[config.mk]
export PLATFORM = sky130hd
export DESIGN_NAME = lb_coef
export DESIGN_NICKNAME = d
export VERILOG_FILES = /design/src/hw/rtl/lb_pkg.sv /design/src/hw/rtl/lb_coef.sv
export SDC_FILE = /design/constraint.sdc
export NUM_CORES = 2
export LEC_CHECK = 0
export ABC_AREA = 1
export BUFFER_PORTS_ARGS = -buffer_cell sky130_fd_sc_hd__buf_4
export CAP_MARGIN = 20
export CORE_MARGIN = 1
export CORE_UTILIZATION = 57
export CTS_CLUSTER_DIAMETER = 200
export DETAILED_ROUTE_END_ITERATION = 10
export PLACE_DENSITY = 0.77
export SLEW_MARGIN = 20
export SYNTH_ARGS = -nofsm -noshare
export SYNTH_HDL_FRONTEND = slang
export SYNTH_SLANG_ARGS = --single-unit
[constraint.sdc]
create_clock -name i_clk -period 14.3 [get_ports i_clk]
set_input_delay 2.86 -clock i_clk [delete_from_list [all_inputs] [get_ports i_clk]]
set_output_delay 2.86 -clock i_clk [all_outputs]
set_load 0.03 [all_outputs]
[src/hw/rtl/lb_pkg.sv]
// Shared types, constants and helper functions of the Lorentz boost block.
// Depends on nothing; used by lb_coef, lorentz_boost and lb_check.
package lb_pkg;

    localparam int VEC_W    = 40;
    localparam int BETA_W   = 32;
    localparam int G_W      = 41;
    localparam int PIPE_LAT = 8;
    localparam int RND_HALF = 536870912;

    localparam logic [63:0] ONE_Q60  = 64'h1000_0000_0000_0000;
    localparam logic [63:0] B2_LIMIT = 64'h0FFF_FF00_0000_0000;
    localparam logic [40:0] ONE_Q30  = 41'h000_4000_0000;

    typedef logic [1:0] t_cfg_addr;
    localparam t_cfg_addr CFG_BETA_X = 2'd0;
    localparam t_cfg_addr CFG_BETA_Y = 2'd1;
    localparam t_cfg_addr CFG_BETA_Z = 2'd2;

    typedef logic [1:0] t_status;
    localparam t_status ST_OK   = 2'd0;
    localparam t_status ST_SAT  = 2'd1;
    localparam t_status ST_FAST = 2'd2;

    typedef enum logic [2:0] {
        CS_IDLE,
        CS_SQ,
        CS_CHK,
        CS_SQRT,
        CS_DIV1,
        CS_DIV2
    } t_cstate;

    // Beta coefs; only users keep them stable while items are in flight.
    typedef struct packed {
        logic signed [BETA_W-1:0] bx;
        logic signed [BETA_W-1:0] by;
        logic signed [BETA_W-1:0] bz;
        logic [G_W-1:0]           g;
        logic [G_W-1:0]           g2;
        logic                     fast;
    } t_coef;

    localparam logic signed [63:0] SAT_HI = 64'sh0000_007F_FFFF_FFFF;
    localparam logic signed [63:0] SAT_LO = -64'sh0000_0080_0000_0000;

    function automatic logic signed [VEC_W-1:0] sat_val(input logic signed [63:0] v);
        logic signed [VEC_W-1:0] res;
        if (v > SAT_HI) begin
            res = SAT_HI[VEC_W-1:0];
        end else if (v < SAT_LO) begin
            res = SAT_LO[VEC_W-1:0];
        end else begin
            res = v[VEC_W-1:0];
        end
        return res;
    endfunction

    function automatic logic sat_ovf(input logic signed [63:0] v);
        return (v > SAT_HI) || (v < SAT_LO);
    endfunction

endpackage

[src/hw/rtl/lb_coef.sv]
// Velocity registers and the sequential unit that derives gamma and gamma2.
// Depends on lb_pkg; one shared squarer, a bit-serial square root and divider.
module lb_coef
    import lb_pkg::*;
(
    input  logic              i_clk,
    input  logic              i_rst_n,
    input  logic              i_cfg_we,
    input  t_cfg_addr         i_cfg_addr,
    input  logic [BETA_W-1:0] i_cfg_data,
    output t_coef             o_coef,
    output logic              o_busy
);

    t_cstate            r_state, n_state;
    logic signed [BETA_W-1:0] r_bx, r_by, r_bz, n_bx, n_by, n_bz;
    logic [5:0]         r_cnt, n_cnt;
    logic [63:0]        r_b2, n_b2;
    logic [63:0]        r_v, n_v, r_r, n_r, r_bit, n_bit;
    logic [61:0]        r_num, n_num, r_quo, n_quo;
    logic [41:0]        r_den, n_den;
    logic [42:0]        r_rem, n_rem;
    logic [G_W-1:0]     r_g, n_g, r_cg, n_cg, r_cg2, n_cg2;
    logic               r_fast, n_fast;

    logic signed [BETA_W-1:0] sq_sel;
    logic signed [63:0] sq_prod;
    logic [63:0]        rt_sum;
    logic [42:0]        rem_sh;
    logic               rem_ge;
    logic [42:0]        rem_nx;
    logic [61:0]        quo_nx;

    always_comb begin
        case (r_cnt[1:0])
            2'd0:    sq_sel = r_bx;
            2'd1:    sq_sel = r_by;
            default: sq_sel = r_bz;
        endcase
        sq_prod = sq_sel * sq_sel;
        rt_sum  = r_r + r_bit;
        rem_sh  = {r_rem[41:0], r_num[61]};
        rem_ge  = rem_sh >= {1'b0, r_den};
        rem_nx  = rem_ge ? (rem_sh - {1'b0, r_den}) : rem_sh;
        quo_nx  = {r_quo[60:0], rem_ge};
    end

    always_comb begin
        n_state = r_state;
        n_bx = r_bx; n_by = r_by; n_bz = r_bz;
        n_cnt = r_cnt; n_b2 = r_b2;
        n_v = r_v; n_r = r_r; n_bit = r_bit;
        n_num = r_num; n_quo = r_quo; n_den = r_den; n_rem = r_rem;
        n_g = r_g; n_cg = r_cg; n_cg2 = r_cg2; n_fast = r_fast;
        unique case (r_state)
            CS_IDLE: ;
            CS_SQ: begin
                n_b2  = r_b2 + sq_prod;
                n_cnt = r_cnt + 6'd1;
                if (r_cnt == 6'd2) begin
                    n_state = CS_CHK;
                end
            end
            CS_CHK: begin
                if (r_b2 > B2_LIMIT || r_b2 == 64'd0) begin
                    n_fast  = r_b2 > B2_LIMIT;
                    n_cg    = ONE_Q30;
                    n_cg2   = '0;
                    n_state = CS_IDLE;
                end else begin
                    n_v     = (ONE_Q60 - r_b2) << 2;
                    n_r     = '0;
                    n_bit   = 64'd1 << 62;
                    n_state = CS_SQRT;
                end
            end
            CS_SQRT: begin
                if (r_v >= rt_sum) begin
                    n_v = r_v - rt_sum;
                    n_r = (r_r >> 1) + r_bit;
                end else begin
                    n_r = r_r >> 1;
                end
                n_bit = r_bit >> 2;
                if (r_bit == 64'd1) begin
                    n_den   = n_r[41:0];
                    n_num   = 62'd1 << 61;
                    n_rem   = '0;
                    n_quo   = '0;
                    n_cnt   = 6'd61;
                    n_state = CS_DIV1;
                end
            end
            CS_DIV1: begin
                n_rem = rem_nx;
                n_quo = quo_nx;
                n_num = r_num << 1;
                n_cnt = r_cnt - 6'd1;
                if (r_cnt == 6'd0) begin
                    n_g     = quo_nx[G_W-1:0];
                    n_den   = {1'b0, quo_nx[G_W-1:0]} + {1'b0, ONE_Q30};
                    n_num   = 62'd1 << 60;
                    n_rem   = '0;
                    n_quo   = '0;
                    n_cnt   = 6'd61;
                    n_state = CS_DIV2;
                end
            end
            CS_DIV2: begin
                n_rem = rem_nx;
                n_quo = quo_nx;
                n_num = r_num << 1;
                n_cnt = r_cnt - 6'd1;
                if (r_cnt == 6'd0) begin
                    n_cg    = r_g;
                    n_cg2   = r_g - ONE_Q30 + quo_nx[G_W-1:0];
                    n_fast  = 1'b0;
                    n_state = CS_IDLE;
                end
            end
            default: n_state = CS_IDLE;
        endcase
        // A register write restarts the derivation from the new velocity.
        if (i_cfg_we && (i_cfg_addr == CFG_BETA_X || i_cfg_addr == CFG_BETA_Y
                         || i_cfg_addr == CFG_BETA_Z)) begin
            if (i_cfg_addr == CFG_BETA_X) n_bx = i_cfg_data;
            if (i_cfg_addr == CFG_BETA_Y) n_by = i_cfg_data;
            if (i_cfg_addr == CFG_BETA_Z) n_bz = i_cfg_data;
            n_cnt   = '0;
            n_b2    = '0;
            n_state = CS_SQ;
        end
    end

    always_ff @(posedge i_clk) begin
        if (!i_rst_n) begin
            r_state <= CS_IDLE;
            r_bx    <= '0;
            r_by    <= '0;
            r_bz    <= '0;
            r_cg    <= ONE_Q30;
            r_cg2   <= '0;
            r_fast  <= 1'b0;
        end else begin
            r_state <= n_state;
            r_bx    <= n_bx;
            r_by    <= n_by;
            r_bz    <= n_bz;
            r_cg    <= n_cg;
            r_cg2   <= n_cg2;
            r_fast  <= n_fast;
        end
    end

    always_ff @(posedge i_clk) begin
        r_cnt <= n_cnt;
        r_b2  <= n_b2;
        r_v   <= n_v;
        r_r   <= n_r;
        r_bit <= n_bit;
        r_num <= n_num;
        r_quo <= n_quo;
        r_den <= n_den;
        r_rem <= n_rem;
        r_g   <= n_g;
    end

    assign o_coef = '{bx: r_bx, by: r_by, bz: r_bz, g: r_cg, g2: r_cg2, fast: r_fast};
    assign o_busy = r_state != CS_IDLE;

endmodule

# Yosys cells after proc, flatten, opt, wreduce, memory -nomap -nowiden
# Index checks and enable logic that the tools add are counted.
dict set report classes {
  mux 41
  n_addsub 11
  n_eq_ne 22
  reduce_logical 28
  bitwise_logic 2
  order_cmp 3
  n_mul 1
}
# op n
set op_table {}
lappend op_table {{64-bit one-hot mux with 2 select lines} 3}
lappend op_table {{64-bit two-way mux} 5}
lappend op_table {{42-bit two-way mux} 5}
lappend op_table {{62-bit one-hot mux with 3 select lines} 1}
lappend op_table {{41-bit two-way mux} 4}
lappend op_table {{41-bit one-hot mux with 2 select lines} 2}
lappend op_table {{64-bit adder} 2}
lappend op_table {{42-bit one-hot mux with 3 select lines} 1}
lappend op_table {{62-bit two-way mux} 2}
lappend op_table {{40-bit one-hot mux with 3 select lines} 1}
lappend op_table {{42-bit one-hot mux with 2 select lines} 1}
lappend op_table {{40-bit two-way mux} 2}
lappend op_table {{63-bit by 64-bit adder with 64-bit output} 1}
lappend op_table {{64-bit by 1-bit equality test with 1-bit output (second input constant)} 1}
lappend op_table {{64-bit >= comparator} 1}
lappend op_table {{64-bit by 60-bit > comparator with 1-bit output (second input constant)} 1}
lappend op_table {{64-bit logical NOT} 1}
lappend op_table {{32-bit by 32-bit multiplier with 64-bit output} 1}
lappend op_table {{32-bit one-hot mux with 2 select lines} 1}
lappend op_table {{64-bit subtractor} 1}
lappend op_table {{61-bit by 62-bit subtractor with 62-bit output (first input constant)} 1}
lappend op_table {{43-bit by 42-bit >= comparator with 1-bit output} 1}
lappend op_table {{41-bit by 31-bit adder with 42-bit output (second input constant)} 1}
lappend op_table {{42-bit subtractor} 1}
lappend op_table {{32 further kinds} 67}
dict set report totals {
  regBits 671
  in_bits 37
  word_cells 126
}

# Logic depth before layout (Yosys ltp)
dict set report logic_depth {
  word_depth 6
  ltp_mapped 43
  mapped_depth_nobuf 40
}

# Worst setup path after synthesis
# No wires, ideal clock.
dict set report synth_timing {
  path_kind {register to register}
  startpoint {register r_cnt[0]}
  endpoint {register r_b2[46]}
  required_time_ns 14.185
  arrival_time_ns 8.535
  slack_ns 5.649
  stages_incl_launch_ff 35
  setup_time_ns 0.115
  cell_sequence {dfxtp_1 -> inv_1 -> ha_1 -> buf_2 -> inv_1 -> buf_1 -> o22ai_1 -> a21oi_1 -> inv_1 -> nand2_1 -> fa_1 -> fa_1 -> inv_1 -> fa_1 -> inv_1 -> fa_1 -> inv_1 -> fa_1 -> fa_1 -> fa_1 -> inv_1 -> fa_1 -> inv_1 -> ha_1 -> nand2_1 -> nor2_1 -> inv_1 -> nor2_1 -> nand2_1 -> inv_1 -> nand3_1 -> nand3b_1 -> nor2_1 -> o21ai_0 -> inv_1}
}
dict set report synth_between {
  elab_chain_len 4
  word_cells_on_any_way 5
}
# element line
set synth_rtl {}
lappend synth_rtl {{start, declared} lb_coef.sv:17} ;# logic [5:0] r_cnt, n_cnt;
lappend synth_rtl {{start signal, assigned} lb_coef.sv:156} ;# r_cnt <= n_cnt;
lappend synth_rtl {{2-bit by 1-bit equality test with 1-bit output or 2-bit logical NOT (tied branches)} lb_coef.sv:35} ;# case (r_cnt[1:0])
lappend synth_rtl {{32-bit one-hot mux with 2 select lines *} lb_coef.sv:35}
lappend synth_rtl {{32-bit by 32-bit multiplier with 64-bit output *} lb_coef.sv:40} ;# sq_prod = sq_sel * sq_sel;
lappend synth_rtl {{64-bit adder *} lb_coef.sv:58} ;# n_b2 = r_b2 + sq_prod;
lappend synth_rtl {{end signal, assigned} lb_coef.sv:157} ;# r_b2 <= n_b2;
lappend synth_rtl {{end, declared} lb_coef.sv:18} ;# logic [63:0] r_b2, n_b2;
# Mark *: on every way between the ends. The rest lies on a longest branch, timed or not.
# A chain may end at the register's enable or synchronous reset.

# Worst setup path in the final report
dict set report layout_timing {
  startpoint {register r_cnt[0]}
  endpoint {register r_b2[42]}
}
# Same word-level chain as after synthesis.

==> impl_metrics.csv <==
group,metric,value,unit
status,outcome,"finished, final reports clean",
die,die_area,147000,um^2
setup_path,critPathRequiredTime,14880,ps
setup_path,cp_max_fo,32,
sta,period_needed,10840,ps
finish,antenna_cells,0,
yosys,ys_seq_area_share,17.9,%
yosys,synthCells,11400,
finish,nFillCells,13000,
flow_run,cap_violations,0,
hold_path,min_path_cells,2,
clock_network,insertion_delay,730,ps
clock_network,post_cts.repair.setup_buffers,0,
yosys,synthMuxAreaShare,0,%
power_and_ir_drop,vdd_drop_max,0.000120,V
sta,setup_tns,0,ps
drt,viasPerCell,5.64,
yosys,synth_top_family_by_area,"adder cells",
setup_path,rr_worst_depth,32,
sta,clock.fmax,92.3,MHz
die,die_h,383,um
hold_path,worstHoldStart,"r_cg2[18]$_SDFFE_PN0P_",
finish,layout.nets,13200,
global_route,gr-total-overflow,0,
sta,max_slew_margin,16.7,%
global_route,grt_max_degree,102,
yosys,syn_avg_cell_area,7.27,um^2
clock_network,cts.clk_slew.worst_paths,60,ps
sta,slew_viol_final,0,
finish,area_delta_synth_final,7.43,%
die,design.core.area,144000,um^2
finish,final_layout_size_suffix_gt1_share,4.17,%
setup_path,r2r_setup_slack,3460,ps
yosys,ys_types,55,
global_route,antenna_found_initial,2,
drt,avgRoutedWirePerCell,21.8,um
drt,first_pass_iters,6,
global_route,grt_pass1_vias,77600,
die,start_util,57.5,%
setup_path,r2r_end,"r_b2[42]$_SDFFE_PP0P_",
sta,finalCritPeriodShare,75.8,%
setup_path,cpPeakStageDelay,1070,ps
power_and_ir_drop,p_leak,47.8,nW
clock_network,cts_root_buf,"clkbuf_16",
die,ioPinCount,217,
placed_design,hpwl,244000,um
global_route,track_usage,40.0,%
hold_path,min_to,"r_cg2[18]$_SDFFE_PN0P_",
global_route,grt_pass1_wl,447000,um
yosys,synth_edf_count,327,
yosys,netlist_area,82900,um^2
clock_network,numCtsBuffers,73,
die,fp.dieW,383,um
sta,worst_slew_pin_slew,1250,ps
setup_path,critPathKind,"reg -> reg",
yosys,synth-async-reset-ratio,0,%
setup_path,r2r-start,"r_cnt[0]$_SDFFE_PP0P_",
setup_path,worstPathArrival,11420,ps
clock_network,cts_buffer_depth,3,
die,rows,139,
sta,fin_hold_ws,465,ps
placed_design,io_buffers,216,
sta,skew,73.2,ps
yosys,yosys_register_bits,579,
clock_network,cts.sinks,579,
drt,routed-via-count,75900,
hold_path,min_path_type,"reg -> reg",
clock_network,cts_hold_buffers,0,
yosys,synth_fp_nets,13100,
yosys,synth_compound_area_share,8.49,%
drt,drc,0,
clock_network,htreeDepth,3,
drt,drtIter0Drc,7180,
yosys,yosys.area_share.simple,22.8,%
drt,drt-total-wl,293000,um
yosys,synth_xor_area_share,2.27,%
placed_design,place.gp.congestion,1.05,
yosys,ys_warn_count,0,
clock_network,cts_resized,0,
setup_path,crit_slowest_cell,"nand2_2",
sta,rsz0062_at_grt,"no",
yosys,synth_ff_type,"edfxtp_1",
setup_path,startpoint_type,"flop",
sta,hold_viol_final,0,
sta,setup_viol,0,
setup_path,cp-end-kind,"flop",
drt,antenna_left,0,
power_and_ir_drop,pwr_density_cell,111,nW/um^2
clock_network,cts_tree,"built",
yosys,synthAdderAreaFrac,34.8,%
worst max-delay path, delay by kind of cell, from the launching register on:
family | cells | cell delay [ps]
DFF | 1 | 380
buffers and inverters | 11 | 1900
adders and majority gates | 10 | 4910
AOI/OAI and AO/OA | 2 | 260
and+or+nand+nor | 9 | 3190
area by class of cell:
class                           instances  area (um^2)  area share, %
Multi-Input combinational cell       7812        56800           63.8
Tap cell                             1903         2380           2.67
Inverter                             2740        10300           11.6
Clock inverter                         37          440          0.495
Timing Repair Buffer                  287         2170           2.43
Sequential cell                       579        14900           16.7
Clock buffer                           96         2050           2.30
cell families (layout without fill, tap and decap cells):
group,after synthesis,after routing
adders and majority gates,1626,1626
and+or+nand+nor,4633,4633
buffers and inverters,3002,3160
DFF,579,579
xor gates and xnor gates,215,215
AOI/OAI and AO/OA,1338,1338
cells in the mapped netlist, types with 13 or more instances:
| master | number | share of area, % |
|---|---|---|
| a21o_1 | 18 | 0.16 |
| a21oi_1 | 687 | 4.1 |
| and3_1 | 13 | 0.098 |
| buf_1 | 16 | 0.072 |
| buf_2 | 48 | 0.29 |
| clkbuf_1 | 188 | 0.85 |
| dfxtp_1 | 252 | 6.1 |
| edfxtp_1 | 327 | 12 |
| fa_1 | 1132 | 27 |
| ha_1 | 494 | 7.5 |
| inv_1 | 2723 | 12 |
| inv_2 | 13 | 0.059 |
| nand2_1 | 2812 | 13 |
| nand3_1 | 442 | 2.7 |
| nand3b_1 | 39 | 0.35 |
| nand4_1 | 173 | 1.3 |
| nor2_1 | 1011 | 4.6 |
| nor3_1 | 81 | 0.49 |
| nor4_1 | 19 | 0.14 |
| o21ai_0 | 505 | 3.1 |
| o21bai_1 | 49 | 0.44 |
| o22ai_1 | 26 | 0.20 |
| or2_2 | 13 | 0.098 |
| xnor2_1 | 73 | 0.77 |
| xor2_1 | 142 | 1.5 |
metrics by stage:
stage          setup slack, ps  power, mW  utilization, %  cells  instance area, um^2
6_report                  3460       9.89            61.8  13500                89000
5_1_grt                   3070       10.6            61.8  13500                89000
4_1_cts                   3520       9.82            61.8  13500                89000
3_5_place_dp              3550       7.85            60.1  13300                86500
3_3_place_gp              3640       7.73            60.1  13300                86500
2_1_floorplan             5650       5.92               -  11400                82900
state kept, by name (all words and copies together), names as in the netlist, 3 cells and up:
| register | count |
|---|---|
| r_rem | 42 |
| r_state | 3 |
| r_cnt | 6 |
| r_g | 41 |
| r_bx | 32 |
| r_quo | 40 |
| r_bz | 32 |
| r_den | 42 |
| r_cg2 | 41 |
| r_by | 32 |
| r_cg | 41 |
| r_b2 | 64 |
| r_v | 64 |
| r_bit | 32 |
| r_r | 64 |
where the power goes:
group	total (mW)	switching [mW]	internal [mW]	leakage (nW)
clock network	1.97	0.880	1.09	1.22
registers	2.01	0.147	1.87	4.93
logic	5.90	3.97	1.94	41.6
total	9.89	5.00	4.89	47.8
placed cells by master (no fill, tap or decap), types with 142 or more instances in the layout:
cell type and instances:
a21oi_1 685, buf_4 286, dfxtp_1 252, edfxtp_1 327, fa_1 1132, ha_1 494
inv_1 2723, nand2_1 2809, nand3_1 438, nand4_1 173, nor2_1 1005, o21ai_0 504
xor2_1 142
worst max-delay path by stage:
stage	startpoint	end	slack, ps
2_1_floorplan	r_cnt[0]$_SDFFE_PP0P_	r_b2[46]$_SDFFE_PP0P_	5650
3_3_place_gp	r_cnt[0]$_SDFFE_PP0P_	r_b2[42]$_SDFFE_PP0P_	3640
3_5_place_dp	r_cnt[0]$_SDFFE_PP0P_	r_b2[42]$_SDFFE_PP0P_	3550
4_1_cts	r_cnt[0]$_SDFFE_PP0P_	r_b2[42]$_SDFFE_PP0P_	3520
5_1_grt	r_cnt[0]$_SDFFE_PP0P_	r_b2[63]$_SDFFE_PP0P_	3070
6_report	r_cnt[0]$_SDFFE_PP0P_	r_b2[42]$_SDFFE_PP0P_	3460
per-layer routing:
metal  global-route usage [%]  wire length (um)  up-vias  share of wire, %
met1                     48.6            111000    36700                38
met5                        0                25        -            0.0085
met3                     6.17             21500      884               7.3
li1                         -                 -    34900                 -
met4                     23.5             20600        4               7.0
met2                     67.2            140000     3433                48
Note: power is estimated with default switching activity, not from simulation.
